==> config.mk <==
export PLATFORM = sky130hd
export DESIGN_NAME = htc_div
export DESIGN_NICKNAME = d
export VERILOG_FILES = /design/src/design/homogeneous_triangle_clipper_macros.svh /design/src/design/htc_pkg.sv /design/src/design/htc_div.sv
export SDC_FILE = /design/constraint.sdc
export NUM_CORES = 1
export LEC_CHECK = 0
export BUFFER_PORTS_ARGS = -buffer_cell sky130_fd_sc_hd__buf_2
export CORE_MARGIN = 2
export CORE_UTILIZATION = 55
export CTS_BUF_LIST = sky130_fd_sc_hd__clkbuf_4 sky130_fd_sc_hd__clkbuf_8 sky130_fd_sc_hd__clkbuf_16
export DETAILED_ROUTE_END_ITERATION = 16
export PLACE_DENSITY = 0.76
export SYNTH_ARGS = -nofsm -noshare
export SYNTH_HDL_FRONTEND = slang
export SYNTH_SLANG_ARGS = --single-unit
export TNS_END_PERCENT = 20
==> constraint.sdc <==
create_clock -name clock -period 5.65 [get_ports clock]
set_input_delay 0.2825 -clock clock [delete_from_list [all_inputs] [get_ports clock]]
set_output_delay 0.2825 -clock clock [all_outputs]
set_load 0.02 [all_outputs]
==> src/design/homogeneous_triangle_clipper_macros.svh <==
// Assertion macros shared by the clipper RTL
`ifndef HOMOGENEOUS_TRIANGLE_CLIPPER_MACROS_SVH
`define HOMOGENEOUS_TRIANGLE_CLIPPER_MACROS_SVH

// same-cycle implication
`define HTC_ASSERT_IMPL(label, clk, rst, ante, cons) \
   label: assert property (@(posedge clk) disable iff (rst) (ante) |-> (cons)) \
      else $error("clipper assertion failed");

// next-cycle implication
`define HTC_ASSERT_NEXT(label, clk, rst, ante, cons) \
   label: assert property (@(posedge clk) disable iff (rst) (ante) |=> (cons)) \
      else $error("clipper assertion failed");

`endif

==> src/design/htc_pkg.sv <==
package htc_pkg;

   localparam logic [2:0] PLANE_LEFT   = 3'd0;
   localparam logic [2:0] PLANE_RIGHT  = 3'd1;
   localparam logic [2:0] PLANE_BOTTOM = 3'd2;
   localparam logic [2:0] PLANE_TOP    = 3'd3;
   localparam logic [2:0] PLANE_NEAR   = 3'd4;
   localparam logic [2:0] PLANE_FAR    = 3'd5;

   localparam int COORD_W = 32;
   localparam int ATTR_W  = 16;
   localparam int DIST_W  = 34;
   localparam int NUM_W   = 34;
   localparam int DEN_W   = 35;
   localparam int T_W     = 17;

   typedef struct packed {
      logic busy;
      logic done;
   } div_stat_type;

   function automatic logic signed [DIST_W-1:0] plane_dist(
      input logic [2:0] plane,
      input logic signed [COORD_W-1:0] x,
      input logic signed [COORD_W-1:0] y,
      input logic signed [COORD_W-1:0] z,
      input logic signed [COORD_W-1:0] w
   );
      logic signed [DIST_W-1:0] xe, ye, ze, we, r;
      xe = DIST_W'(x);
      ye = DIST_W'(y);
      ze = DIST_W'(z);
      we = DIST_W'(w);
      case (plane)
         PLANE_LEFT:   r = we + xe;
         PLANE_RIGHT:  r = we - xe;
         PLANE_BOTTOM: r = we + ye;
         PLANE_TOP:    r = we - ye;
         PLANE_NEAR:   r = we + ze;
         PLANE_FAR:    r = we - ze;
         default:      r = '0;
      endcase
      return r;
   endfunction

endpackage

==> src/design/htc_div.sv <==
// restoring divider, one quotient bit per cycle
// quotient = ({num,16'b0} + den/2) / den, quotient below 2^17
module htc_div (
   input  logic                        clock,
   input  logic                        reset,
   input  logic                        start,
   input  logic [htc_pkg::NUM_W-1:0]   num,
   input  logic [htc_pkg::DEN_W-1:0]   den,
   output htc_pkg::div_stat_type       stat,
   output logic [htc_pkg::T_W-1:0]     quo
);

   localparam int DVD_W = htc_pkg::NUM_W + 17;

   logic [DVD_W-1:0]            dvd;
   logic [htc_pkg::DEN_W-1:0]   rem_ff;
   logic [htc_pkg::DEN_W-1:0]   den_ff;
   logic [htc_pkg::T_W-1:0]     sh_ff;
   logic [4:0]                  cnt_ff;
   logic                        busy_ff, done_ff;
   logic [htc_pkg::DEN_W:0]     trial;
   logic                        fits;

   assign dvd   = {1'b0, num, 16'b0} + DVD_W'(den >> 1);
   assign trial = {rem_ff, sh_ff[htc_pkg::T_W-1]};
   assign fits  = trial >= {1'b0, den_ff};

   always_ff @(posedge clock) begin
      if (reset) begin
         busy_ff <= 1'b0;
         done_ff <= 1'b0;
         cnt_ff  <= '0;
      end else begin
         done_ff <= 1'b0;
         if (start) begin
            busy_ff <= 1'b1;
            cnt_ff  <= 5'(htc_pkg::T_W);
            rem_ff  <= htc_pkg::DEN_W'(dvd[DVD_W-1:htc_pkg::T_W]);
            sh_ff   <= dvd[htc_pkg::T_W-1:0];
            den_ff  <= den;
         end else if (busy_ff) begin
            rem_ff <= fits ? htc_pkg::DEN_W'(trial - {1'b0, den_ff})
                           : htc_pkg::DEN_W'(trial);
            sh_ff  <= {sh_ff[htc_pkg::T_W-2:0], fits};
            cnt_ff <= cnt_ff - 5'd1;
            if (cnt_ff == 5'd1) begin
               busy_ff <= 1'b0;
               done_ff <= 1'b1;
            end
         end
      end
   end

   assign stat.busy = busy_ff;
   assign stat.done = done_ff;
   assign quo       = sh_ff;

endmodule

=== Word level (Yosys, flattened, before mapping) ===
Cells that the tools add are included.

* Word-level logic and storage cells: 31
* Input bits: 72
* Bits in registers: 94
* Output and inout port bits: 19

* Bitwise logic cells: 2
* Mux-type cells: 11
* Eq/ne operators: 1
* Order comparisons: 1
* Reduce and logical (&&, ||, !) cells: 5
* Add/subtract/negate cells: 3

{| class="wikitable"
|+ Operators by type and width
! operator !! count
|-
| $mux W35 || 2
|-
| $add A50 B34 Y51 || 1
|-
| $ge A36 B35 Y1 || 1
|-
| $sub A35 B35 Y35 || 1
|-
| $mux W17 || 2
|-
| $mux W34 || 1
|-
| $mux W5 || 2
|-
| $eq A5 B1 Y1 const B || 1
|-
| $sub A5 B1 Y5 const B || 1
|-
| $mux W1 || 4
|-
| $reduce_and A2 Y1 || 2
|-
| $reduce_or A3 Y1 || 1
|-
| $not A1 Y1 || 2
|-
| $reduce_bool A2 Y1 || 1
|-
| $reduce_or A2 Y1 || 1
|}

=== Depth between registers and ports, before layout ===
* Word-level depth: 4
* Mapped depth: 13
* Gate-level depth less buffers: 12

=== Worst setup path before layout ===
OpenSTA, ideal clock, no wires.

* Kind: input to register
* Start: in start
* End: reg sh_ff (netlist bit quo[0]), enable pin
* Cell stages on the path: 4
* Required time: 5.188 ns
* Buffers on the path: 2
* Path slack: 2.089 ns
* Setup time: 0.462 ns
* Arrival: 3.099 ns
* Path through: clkbuf_1 > clkbuf_1 > nor2_1 > nor2_1

* Cells in the longest elaborated chain, start to end: 2

{| class="wikitable"
|+ RTL lines
! what !! line !! text
|-
| start, declared || htc_div.sv:6 || <nowiki>input logic start,</nowiki>
|-
| $reduce_bool A2 Y1 (no line) || n/a ||
|-
| $reduce_and A2 Y1 (no line) || n/a ||
|-
| end signal, assigned || htc_div.sv:39 || <nowiki>sh_ff <= dvd[htc_pkg::T_W-1:0];</nowiki>
|-
| end signal, assigned || htc_div.sv:44 || <nowiki>sh_ff <= {sh_ff[htc_pkg::T_W-2:0], fits};</nowiki>
|-
| end, declared || htc_div.sv:18 || <nowiki>logic [htc_pkg::T_W-1:0] sh_ff;</nowiki>
|}

Every way passes these cells.
A chain may end at the register's enable or synchronous reset.

=== Worst setup path in the final report ===
* Start: reg rem_ff[23] (netlist bit)
* End: reg rem_ff[15] (netlist bit), data pin

* Cells in the longest elaborated chain, start to end: 4

{| class="wikitable"
|+ RTL lines
! what !! line !! text
|-
| start, declared || htc_div.sv:16 || <nowiki>logic [htc_pkg::DEN_W-1:0] rem_ff;</nowiki>
|-
| start signal, assigned || htc_div.sv:38 || <nowiki>rem_ff <= htc_pkg::DEN_W'(dvd[DVD_W-1:htc_pkg::T_W]);</nowiki>
|-
| start signal, assigned || htc_div.sv:42 || <nowiki>rem_ff <= fits ? htc_pkg::DEN_W'(trial - {1'b0, den_ff})</nowiki>
|-
| $ge A36 B35 Y1 || htc_div.sv:26 || <nowiki>assign fits = trial >= {1'b0, den_ff};</nowiki>
|-
| $mux W35 || htc_div.sv:42 ||
|-
| $mux W35 || htc_div.sv:41 || <nowiki>end else if (busy_ff) begin</nowiki>
|-
| $mux W34 || htc_div.sv:35 || <nowiki>if (start) begin</nowiki>
|}

Every way passes these cells. The select of a mux whose other input is x is not followed.

==> metrics.txt <==
Core Footprint=around 0.013 mm^2; CTS root buffer=clkbuf_16; Final min period=approximately 4.2 ns; Worst-Margin Slew=1.15 ns; WL/cell=18.1 um; PD cells=~280 mW/mm^2; Worst Path Required=5.72 ns; EDFF count, synth=87; final worst path period share=roughly three quarters; deepest clock path buffer count=2; Seq/Total Area, Yosys=39.3%; Max-slew headroom=23.4%; CTS tree=done; Max Slew Vio Count=0; antenna violations before repair=0; VDD IR max=165 uV; IO Port Bufs=90; share of post-route cells with drive strength above 1=between 15 and 20%; RSZ-0062 raised after global routing=false; Hold Fails Final Rpt=0; Highest Signal Layer=met4; initial drt markers=420; Antenna Violating Nets Remaining=0; pre-CTS setup slack=1.49 ns; vias per std cell=6.01; metal2 WL=~8800 um; DRT met1 WL=7680 um; CP Capture Type=flip-flop; CP max FO=38; wire length on met3=between 800 and 900 um; Initial Util=55.9%; Die H=117 um; CP Class=flip-flop to flip-flop; Post-CTS Resized=0; first-pass GRT wire length=27900 um; Max-cap violations=0; syn avg cell area=approximately 9.5 um^2; drt drc=0; setup TNS=0 ns; Startpoint Class=flip-flop; Num CTS Buffers=9; cts hold-fix bufs=0; DR vias=roughly 6000; Detailed Route WL=18000 um; # clock sinks=94; vias in the first global route=between 5000 and 6000; fmax=roughly 240 MHz; asr flop ratio synth=0%; synthesis-to-finish area growth=12.2%; grt total ovfl=0; #FFs+latches synth=94; CP arrival=4.26 ns; CTS H-tree depth=3; # IOs=91; post-route setup slack=1.46 ns; n_diodes=0; Tot Pwr=2230 uW; row count=41; largest net degree at the start of global routing=between 80 and 90; worst-skew pair later-pin latency=approximately 0.36 ns; Worst Hold Class=input pin to flip-flop; Cells after Synth=approximately 740; Chip Width=117 um; Layout Nets=roughly 940; outcome=finished, final reports clean; gp weighted congestion=about 0.95; dpl hpwl=13600 um; Die ar.=about 0.014 mm^2; Final setup viols=0; gr usage total=26.9%; DRT Pass-1 Iters=5; Synth cell types=64; Ys Warns=0; Clock Skews=0.00739 ns; Clock Pin Slew Worst Setup and Hold Paths=0.07 ns; top_reg_cell synth=edfxtp_1; syn nets=around 870; leak pwr=0.00322 uW; synthesized area=~0.007 mm^2; Post-CTS Setup Repair Bufs=0
==> kinds of logic after synthesis <==
kind of cell	after synthesis	share of synthesized area, %
AO/OA/AOI/OAI	220	20.7
XOR/XNOR	63	7.88
adder cells (fa/ha/maj)	57	10.4
buffers and inverters	74	4.41
flip-flops	94	39.3
multiplexers	20	3.18
AND/OR/NAND/NOR	210	14.2
==> worst paths after layout <==
kind	from	to	slack (ns)	depth (start not counted)
setup / recovery	rem_ff[23]	rem_ff[15]	1.46	10
hold reg to reg	cnt_ff[1]	cnt_ff[1]	0.53	2
setup reg to reg	rem_ff[23]	rem_ff[15]	1.46	10
hold / removal	den[6]	den_ff[6]	0.11	1
==> Yosys cell counts (all sizes together) (9+ instances only) <==
cell type  count  area share (%)
a211oi        27             2.9
a21o          19             2.0
a21oi         78             5.6
a31oi         11             1.2
and3          12             1.1
buf           11             1.0
clkbuf        16            0.86
edfxtp        87              37
ha            55             9.8
inv           46             2.5
mux2          18             2.9
nand2         49             2.6
nand3         17             1.2
nand4          9            0.80
nor2          71             3.8
nor2b         12             1.1
nor3          18             1.3
o21ai         32             2.3
xnor2         34             4.3
xor2          29             3.6
==> layout by cell type (no fill, tap or decap), types with 4 or more instances in the layout <==
cell	instances
edfxtp_1	87
dfxtp_1	7
nand3_1	17
buf_2	90
o21ai_0	27
nor3_1	18
nor2b_1	12
o31ai_1	4
nor4b_1	4
xor2_1	29
xnor2_1	34
nor2_1	69
mux2_2	18
a21o_1	19
a31oi_1	10
and3_1	12
o211a_1	4
nor4_1	4
inv_1	45
ha_1	55
a211oi_1	27
a21oi_1	78
o21ai_1	5
o21bai_1	4
nand4_1	9
clkbuf_16	9
nand2b_1	4
o211ai_1	5
o21a_1	7
nand2_1	49
==> per-stage QoR <==
step           instance area, um^2  std cells  util (%)  hold slack (ns)
3_3_place_gp                  7570        976      60.5            0.461
2_1_floorplan                 7000        738         -            0.381
5_1_grt                       7860        992      62.8           0.0997
6_report                      7860        992      62.8            0.109
4_1_cts                       7860        992      62.8            0.101
3_5_place_dp                  7570        976      60.5            0.472
==> per-layer routing <==
layer | vias to the layer above | GRT usage (%)
met4 | 0 | 13.1
met5 | - | 0
met3 | 39 | 2.94
met1 | 2833 | 34.0
li1 | 2900 | -
met2 | 194 | 46.0
==> critical path, cell delays in order, from the launching register on <==
cell	delay, ns
edfxtp_1	0.42
ha_1	0.41
a21oi_1	0.35
a31oi_1	0.17
a2111oi_2	0.51
a31oi_4	0.17
a41oi_4	0.92
buf_4	0.48
nor2_1	0.11
a211oi_1	0.26
a21oi_1	0.07
==> where the power goes <==
group,internal [uW],switching (uW),leakage (uW)
sequential,841,31.6,0.000878
clock,304,288,0.000131
combinational,311,458,0.00221
total,1460,777,0.00322
==> cell type report <==
type | instances | area [um^2]
Clock buffer | 9 | 225
Clock inverter | 7 | 58.8
Fill cell | 1093 | 4660
Inverter | 47 | 176
Multi-Input combinational cell | 570 | 3960
Sequential cell | 94 | 2750
Tap cell | 172 | 215
Timing Repair Buffer | 93 | 473
==> flip-flops by register name, summed over array words and instances, names as in the netlist <==
signal,flops
cnt_ff,5
rem_ff,35
den_ff,35
done_ff,1
busy_ff,1
quo,17
(Power assumes the default switching activity.)
