[config.mk]
export PLATFORM = sky130hd
export DESIGN_NAME = htc_ram
export DESIGN_NICKNAME = d
export VERILOG_FILES = /design/src/design/homogeneous_triangle_clipper_macros.svh /design/src/design/htc_ram.sv
export SDC_FILE = /design/constraint.sdc
export NUM_CORES = 1
export LEC_CHECK = 0
export ABC_AREA = 1
export CAP_MARGIN = 15
export CORE_UTILIZATION = 47
export CTS_CLUSTER_DIAMETER = 80
export DETAILED_ROUTE_END_ITERATION = 16
export DONT_BUFFER_PORTS = 1
export GPL_TIMING_DRIVEN = 0
export SLEW_MARGIN = 15
export SYNTH_ARGS = -nofsm -noshare
export SYNTH_HDL_FRONTEND = slang
export SYNTH_SLANG_ARGS = --single-unit
[constraint.sdc]
create_clock -name clock -period 1.14 [get_ports clock]
set_clock_uncertainty 0.05 [all_clocks]
set_input_delay 0.057 -clock clock [delete_from_list [all_inputs] [get_ports clock]]
set_output_delay 0.057 -clock clock [all_outputs]
set_load 0.01 [all_outputs]
[src/design/homogeneous_triangle_clipper_macros.svh]
// Assertion macros shared by the clipper RTL
`ifndef HOMOGENEOUS_TRIANGLE_CLIPPER_MACROS_SVH
`define HOMOGENEOUS_TRIANGLE_CLIPPER_MACROS_SVH

// same-cycle implication
`define HTC_ASSERT_IMPL(label, clk, rst, ante, cons) \
   label: assert property (@(posedge clk) disable iff (rst) (ante) |-> (cons)) \
      else $error("clipper assertion failed");

// next-cycle implication
`define HTC_ASSERT_NEXT(label, clk, rst, ante, cons) \
   label: assert property (@(posedge clk) disable iff (rst) (ante) |=> (cons)) \
      else $error("clipper assertion failed");

`endif

[src/design/htc_ram.sv]
module htc_ram #(
   parameter int WIDTH = 8,
   parameter int DEPTH = 16
) (
   input  logic                     clock,
   input  logic                     wr_en,
   input  logic [$clog2(DEPTH)-1:0] wr_addr,
   input  logic [WIDTH-1:0]         wr_data,
   input  logic [$clog2(DEPTH)-1:0] rd_addr,
   output logic [WIDTH-1:0]         rd_data
);

   logic [WIDTH-1:0] mem_ff [DEPTH];
   logic [WIDTH-1:0] rd_data_ff;

   always_ff @(posedge clock) begin
      if (wr_en) begin
         mem_ff[wr_addr] <= wr_data;
      end
      rd_data_ff <= mem_ff[rd_addr];
   end

   assign rd_data = rd_data_ff;

endmodule

## After elaboration in Yosys (flattened, before gate mapping)

Memory sizes are Yosys's and may differ from the RTL's. A register that Yosys moved wholly into a read port is not among the register bits.
Index checks and enable logic that the tools add are counted.

| operators by class | value |
|---|---|
| divide/modulo/power cells | 0 |
| multiplexer cells | 2 |
| reduce and logical (&&, ||, !) cells | 0 |
| add/sub/neg operators | 0 |
| $mul | 0 |
| eq/ne operators | 0 |
| bitwise logic cells | 0 |
| $lt $le $gt $ge | 0 |
| shift-type cells | 0 |

Operator list:

| kind | number |
|---|---|
| $mux 1 | 2 |

| storage, ports and cells | value |
|---|---|
| flip-flop bits (word level) | 0 |
| latch bits | 0 |
| output and inout bits | 8 |
| memory bits (read-only) | 0 |
| bits in writable memories | 128 |
| logic and storage cells | 3 |
| input bits | 18 |
| memories | 1 |

Memory list:

| name | depth | bits a word | rd ports | clocked after memory_dff | write ports | RTL line | source |
|---|---|---|---|---|---|---|---|
| mem_ff | 16 | 8 | 1 | 1 | 1 | htc_ram.sv:13 | `logic [WIDTH-1:0] mem_ff [DEPTH];` |

## Logic depth before layout (Yosys ltp)

Gate-level depths: netlist of run 1.

| depth | value |
|---|---|
| depth in word-level cells | 2 |
| depth in mapped cells | 8 |
| mapped depth without buffers | 7 |

## Worst setup path after synthesis of run 1

No wires, ideal clock.

| timing | value |
|---|---|
| path type | in2reg |
| start point | input wr_addr[3] |
| end point | memory mem_ff[4][0], enable pin |
| data required time | 0.720 ns |
| arrival time | 0.638 ns |
| library setup time | 0.370 ns |
| path buffers | 0 |
| cell stages on the path | 2 |
| slack | 0.082 ns |
| cells stage by stage | nand3b_1 > nor2_1 |

RTL lines:

| item | RTL line | source |
|---|---|---|
| from (decl) | htc_ram.sv:7 | `input logic [$clog2(DEPTH)-1:0] wr_addr,` |
| to (decl) | htc_ram.sv:13 |  |

Straight into the memory's write port.

==> flow_summary_export.csv, run 1 <==
group,metric,value,unit
synth,syn_area,5767,sq um
timing,maxSlewHeadroom,35.02,%
global_routing,first_global_vias,3758,
final_layout,fin_area,6588,sq um
floorplan,pin_count,26,
global_routing,grt_max_degree,17,
floorplan,die_y,112.8,microns
detailed_routing,wl_per_cell,18.20,microns
detailed_routing,finalWirelength,13420,microns
floorplan,core-area,11960,sq um
setup_path,cp.arrival,1340,ps
placed_design,place.gp.congestion,0.9092,
placed_design,dp_slack,-404.0,ps
setup_path,critPathLaunchType,"flop",
flow_run,maxCapViolCount,0,
global_routing,antenna_found_initial,0,
timing,period_share,95.44,%
timing,timing.fmax,919.1,MHz
pwr,p_per_area,1734,nW/um^2
clock_network,cts_made_buffers,17,
detailed_routing,drt-pass1-iter-count,5,
timing,final.min_clock_period,1088,ps
pwr,internal_power,8.951,mW
setup_path,crit_type,"reg2reg",
global_routing,grt_overflow_total,0,
detailed_routing,postRouteAntennaNets,0,
pwr,peakVddDrop,0.001185,V
pwr,power.switching,2.475,mW
final_layout,n_fill_cell,1030,
pwr,combPwrFrac,5.9,%
floorplan,die_x,112.8,microns
synth,synth_cells,551,
floorplan,rows,40,
floorplan,start_util,48.21,%
clock_network,h-tree-depth,4,
clock_network,tritoncts,"done",
clock_network,cts_sinks,136,
pwr,power_leakage,2.825,nW
final_layout,fin_util,55.07,%
detailed_routing,first_iter_violations,281,
timing,setup_viol,0,
timing,slew_viol_final,0,
synth,synth_seq_area_share,69.43,%
final_layout,drive_gt1_share,9.153,%
placed_design,port_buffers,0,
timing,setup_slack,51.93,ps
setup_path,cp-end-kind,"flop",
clock_network,clkTransAtPathRegs,50,ps
floorplan,dieArea,12720,sq um
global_routing,grt_pass1_wl,21060,microns
synth,yosysUniqueCellTypes,12,
detailed_routing,drc,0,
detailed_routing,routed_via_density,5.053,
timing,tightest_slew,971.2,ps
timing,tns,0,ps
clock_network,clock_latency,420,ps
final_layout,num-nets-final,596,
synth,synth_warnings,0,
clock_network,clockBufferDepth,2,
synth,synth_seq_cells,136,
pwr,p_clk_share,44.7,%
pwr,switching_share,21.66,%
timing,grt_setup_unrepaired,"no",
timing,hold_viol_final,0,
global_routing,grtUsageTotal,23.68,%
placed_design,place_area,5951,sq um
clock_network,root_buffer,"clkbuf_16",
run_status,status,"finished, final reports clean",
synth,avgSynthCellArea,10.47,sq um
setup_path,cp.required,1390,ps
pwr,seq_power_share,49.4,%
final_layout,syn_to_final_growth,14.23,%
synth,synth_nets,569,
placed_design,hpwl,8881,microns
setup_path,worstPathMaxFanout,1,
min_path,hold_class,"in2reg",
detailed_routing,via_count,3724,
final_layout,n_antenna_cell,0,
==> layer usage <==
layer | global-route usage (%) | routed length (microns) | vias up
met5 | 0 | 0 | -
met4 | 11.47 | 358 | 0
met3 | 5.945 | 911 | 27
met2 | 35.97 | 6135 | 137
met1 | 32.06 | 6010 | 1730
li1 | - | - | 1830
==> path summary, 6_finish.rpt <==
check	from	endpoint	slack, ps	depth (start not counted)
worst min-delay path	rd_addr[3]	rd_data[6]	40	3
worst max register to register	mem_ff[7][0]	rd_data[0]	50	6
worst min register to register	mem_ff[15][6]	rd_data[6]	630	6
worst max-delay path	mem_ff[7][0]	rd_data[0]	50	6
==> cell usage after synthesis (all sizes together) <==
library cell / number / area (sq um)
buf: 24 / 166.4
dfxtp: 8 / 160.2
edfxtp: 128 / 3844
inv: 102 / 382.9
nand2: 173 / 649.4
nand3: 97 / 485.5
nand3b: 2 / 15.01
nor2: 17 / 63.81
==> kinds of logic after synthesis <==
family / share of synthesized area, %
simple gates: 21.05
flops: 69.43
buf+inv: 9.525
==> timing repair <==
action,4_1_cts,5_1_grt
buffers inserted,0,0
resized for setup,0,3
setup endpoints to repair,0,8
hold buffers,8,0
hold endpoints to repair,128,0
==> state kept, by name (all words and copies together), names as in the netlist <==
register	cells
mem_ff	128
rd_data	8
==> placed cells by master (no fill, tap or decap) <==
master         Yosys  layout
nand3b_1           2       2
buf_1              1       1
nor2_2             0       1
nand2_1          173     173
nor2_1            17      16
clkinv_2           0       5
buf_4              4       4
edfxtp_1         128     128
clkbuf_1           0       3
clkinvlp_4         0       2
nand3_2            0       2
buf_2             13      13
dlygate4sd3_1      0       8
clkbuf_16          0      17
inv_1            100     100
dfxtp_1            8       8
bufinv_16          0       2
inv_2              2       2
clkinv_1           0       2
buf_6              6       6
nand3_1           97      95
==> critical path, stage by stage, from the launching register on <==
cell,delay (ps)
edfxtp_1,360
inv_1,60
nand2_1,40
nand3_1,80
nand3_1,100
nand3_1,180
nand2_1,100
==> metrics by stage <==
stage	hold slack (ps)	power (mW)	instances
after floorplan	105.9	6.131	551
after detailed placement	106.8	6.308	698
after global placement	106.8	6.300	698
after CTS	12.36	11.47	737
final	39.68	11.43	737
after global routing	53.08	11.73	737
==> power by group through the flow <==
| stage | Combinational (mW) | Sequential [mW] | Clock [mW] |
|---|---|---|---|
| 6_report | 0.674 | 5.64 | 5.11 |
| 3_5_place_dp | 0.561 | 5.75 | 0 |
| 5_1_grt | 0.740 | 5.65 | 5.34 |
| 4_1_cts | 0.671 | 5.64 | 5.15 |
| 2_1_floorplan | 0.394 | 5.74 | 0 |
| 3_3_place_gp | 0.557 | 5.74 | 0 |
==> final cells by class <==
| cell class | count | area [sq um] | share of cell area (%) |
|---|---|---|---|
| clock buffers | 20 | 436.7 | 6.629 |
| well taps | 147 | 183.9 | 2.792 |
| repair buffers | 8 | 80.08 | 1.216 |
| inverters | 102 | 382.9 | 5.812 |
| plain buffers | 24 | 166.4 | 2.526 |
| clock inverters | 11 | 107.6 | 1.633 |
| flip-flops and latches | 136 | 4004 | 60.78 |
| multi-input cells | 289 | 1226 | 18.61 |
Power figures use the tool's default switching activity.
==> run 2: changes to the inputs <==
ABC_AREA = not set   (was 1)
==> flow_summary_export.csv, run 2 <==
group,metric,value,unit
run_status,status,"finished, violations left",
run_status,violations,"hold timing, setup timing",
clock_network,tritoncts,"done",
final_layout,n_fill_cell,779,
final_layout,num-nets-final,282,
placed_design,hpwl,6246,microns
setup_path,r2r_setup_slack,-220,ps
synth,synth_seq_cells,136,
setup_path,path_cells,"mux4_2 -> a22oi_2 -> nand2_1",
synth,yosysUniqueCellTypes,19,
global_routing,first_global_vias,2507,
detailed_routing,finalWirelength,10040,microns
synth,synthArstFlopShare,0,%
global_routing,grt_max_degree,17,
synth,yosys-top-cells-area,"edfxtp_1 75%, mux4_2 7.9%, mux4_1 7.1%, dfxtp_1 3.1%, a22oi_1 2.3%",
final_layout,n_antenna_cell,0,
final_layout,seq_area,4004,sq um
synth,synthXorXnorAreaFrac,0,%
detailed_routing,via_count,2372,
placed_design,dp_slack,-418.8,ps
synth,yosys.area_share.simple,3.184,%
final_layout,drive_gt1_share,31.77,%
synth,synth_fa_ha_area_share,0,%
synth,yosysTopAreaCell,"edfxtp_1",
synth,synth_cells,229,
synth,synth_nets,247,
timing,tightest_slew,825.7,ps
detailed_routing,postRouteAntennaNets,0,
synth,synth_most_common_cell,"edfxtp_1",
synth,ys_top_cells_by_count,"128 x edfxtp_1, 18 x mux4_2, 16 x a22oi_1",
synth,synth_mux_area_share,15.02,%
pwr,power_leakage,1.992,nW
final_layout,final_common_cell,"edfxtp_1",
setup_path,worstPathMaxFanout,1,
final_layout,largest_reg_flops,128,
timing,whs,-274.3,ps
global_routing,grtUsageTotal,19.93,%
floorplan,dieArea,11370,sq um
final_layout,instances_no_fill,413,
final_layout,multiInputGateArea,1090,sq um
synth,synth_top_family_by_area,"multiplexers",
timing,final.min_clock_period,1364,ps
setup_path,cp_num_buf_inv,0,
min_path,hold_class,"in2reg",
detailed_routing,wl_per_cell,24.31,microns
floorplan,pin_count,26,
synth,synth_warnings,0,
setup_path,cp-end-kind,"flop",
floorplan,core-area,10460,sq um
final_layout,final_cell_mix,"128 x edfxtp_1, 31 x mux4_2, 16 x clkbuf_16, 16 x dlygate4sd3_1, 10 x nor2_1",
timing,period_share,119.6,%
setup_path,crit_path_max_incr_delay,480,ps
synth,synth_ff_type,"edfxtp_1",
timing,maxSlewHeadroom,44.75,%
flow_run,maxCapViolCount,0,
timing,hold_viol_final,56,
timing,setup_slack,-223.9,ps
pwr,peakVddDrop,0.0009367,V
global_routing,grt_pass1_wl,15370,microns
detailed_routing,routed_via_density,5.743,
synth,synth_top_cell_area_share,74.67,%
clock_network,root_buffer,"clkbuf_8",
synth,avgSynthCellArea,22.48,sq um
floorplan,die_x,106.7,microns
floorplan,start_util,49.20,%
clock_network,cts_post_setup_buffers_inserted,0,
setup_path,critPathLaunchType,"flop",
setup_path,rr_endpoint,"rd_data[0]",
setup_path,cp.required,1490,ps
clock_network,clkTransAtPathRegs,60,ps
detailed_routing,drc,0,
timing,timing.fmax,733.2,MHz
setup_path,path_delay_family,"multiplexers",
detailed_routing,drt-pass1-iter-count,5,
setup_path,crit_type,"reg2reg",
clock_network,cts_made_buffers,17,
floorplan,die_y,106.7,microns
setup_path,cp_num_cells,3,
floorplan,rows,37,
setup_path,startpoint,"mem_ff[2][0]",
clock_network,clockBufferDepth,2,
global_routing,antenna_found_initial,0,
synth,syn_area,5147,sq um
setup_path,cp.arrival,1710,ps
global_routing,grt_overflow_total,0,
placed_design,port_buffers,0,
setup_path,regToRegStartpoint,"mem_ff[2][0]",
synth,synth_seq_area_share,77.78,%
placed_design,placed_cells,365,
clock_network,clock_latency,520,ps
pwr,p_per_area,1938,nW/um^2
final_layout,fin_area,6173,sq um
clock_network,h-tree-depth,4,
synth,synth_edf_count,128,
timing,grt_setup_unrepaired,"yes",
setup_path,critPathSlowestCell,"mux4_2",
clock_network,cts_sinks,136,
detailed_routing,first_iter_violations,159,
setup_path,endpoint,"rd_data[0]",
timing,setup_viol,32,
placed_design,place.gp.congestion,0.7107,
final_layout,top_register,"mem_ff",
synth,synth_compound_area_share,2.333,%
timing,slew_viol_final,0,
pwr,finalPower,11.97,mW
placed_design,place_area,5353,sq um
final_layout,syn_to_final_growth,19.93,%
setup_path,reg2regPathDepth,3,
-- run 2: logic make-up after synthesis --
family,count (synthesis)
multiplexers,32
AND/OR/NAND/NOR,35
flip-flops,136
buffers and inverters,10
AO/OA/AOI/OAI,16
-- run 2: cell type report --
type	count	area share, %
plain buffers	10	1.865
clock inverters	12	3.223
flip-flops and latches	136	64.86
repair buffers	16	2.594
multi-input cells	83	17.65
clock buffers	20	7.053
well taps	136	2.756
-- run 2: routing by layer --
metal  routed length [microns]  vias up  GRT usage, %
met1                      4606     1265         28.70
met5                         0        -             0
li1                          -     1036             -
met4                       199        0         7.241
met2                      4866       56         29.49
met3                       369       15         5.410
-- run 2: worst min path at each step --
stage	cells past startpoint	slack, ps	start	end
2_1_floorplan	0	110	wr_data[0]	mem_ff[0][0]
3_3_place_gp	0	110	wr_data[4]	mem_ff[1][4]
3_5_place_dp	0	110	wr_data[3]	mem_ff[0][3]
4_1_cts	1	-280	wr_addr[1]	mem_ff[0][6]
5_1_grt	1	-280	wr_addr[1]	mem_ff[0][6]
6_report	1	-270	wr_addr[1]	mem_ff[0][6]
-- run 2: per-stage QoR --
step	utilization [%]	TNS (ps)	hold WS, ps
after floorplan	-	-1008	105.9
after global placement	51.16	-32310	106.8
after detailed placement	51.16	-32840	106.9
after CTS	58.85	-1599	-282.0
after global routing	59.00	-6686	-283.5
final	59.00	-4968	-274.3
-- run 2: power breakdown --
part / internal [mW] / switching, mW
Clock: 3.83 / 1.94
Sequential: 5.59 / 0.0477
Combinational: 0.247 / 0.305
Total: 9.67 / 2.30
-- run 2: timing repair --
item	in CTS	in global routing
endpoints found under the hold margin	188	56
pin swaps	2	4
endpoints found under the setup margin	8	8
gates resized for setup	11	3
hold buffers	15	1
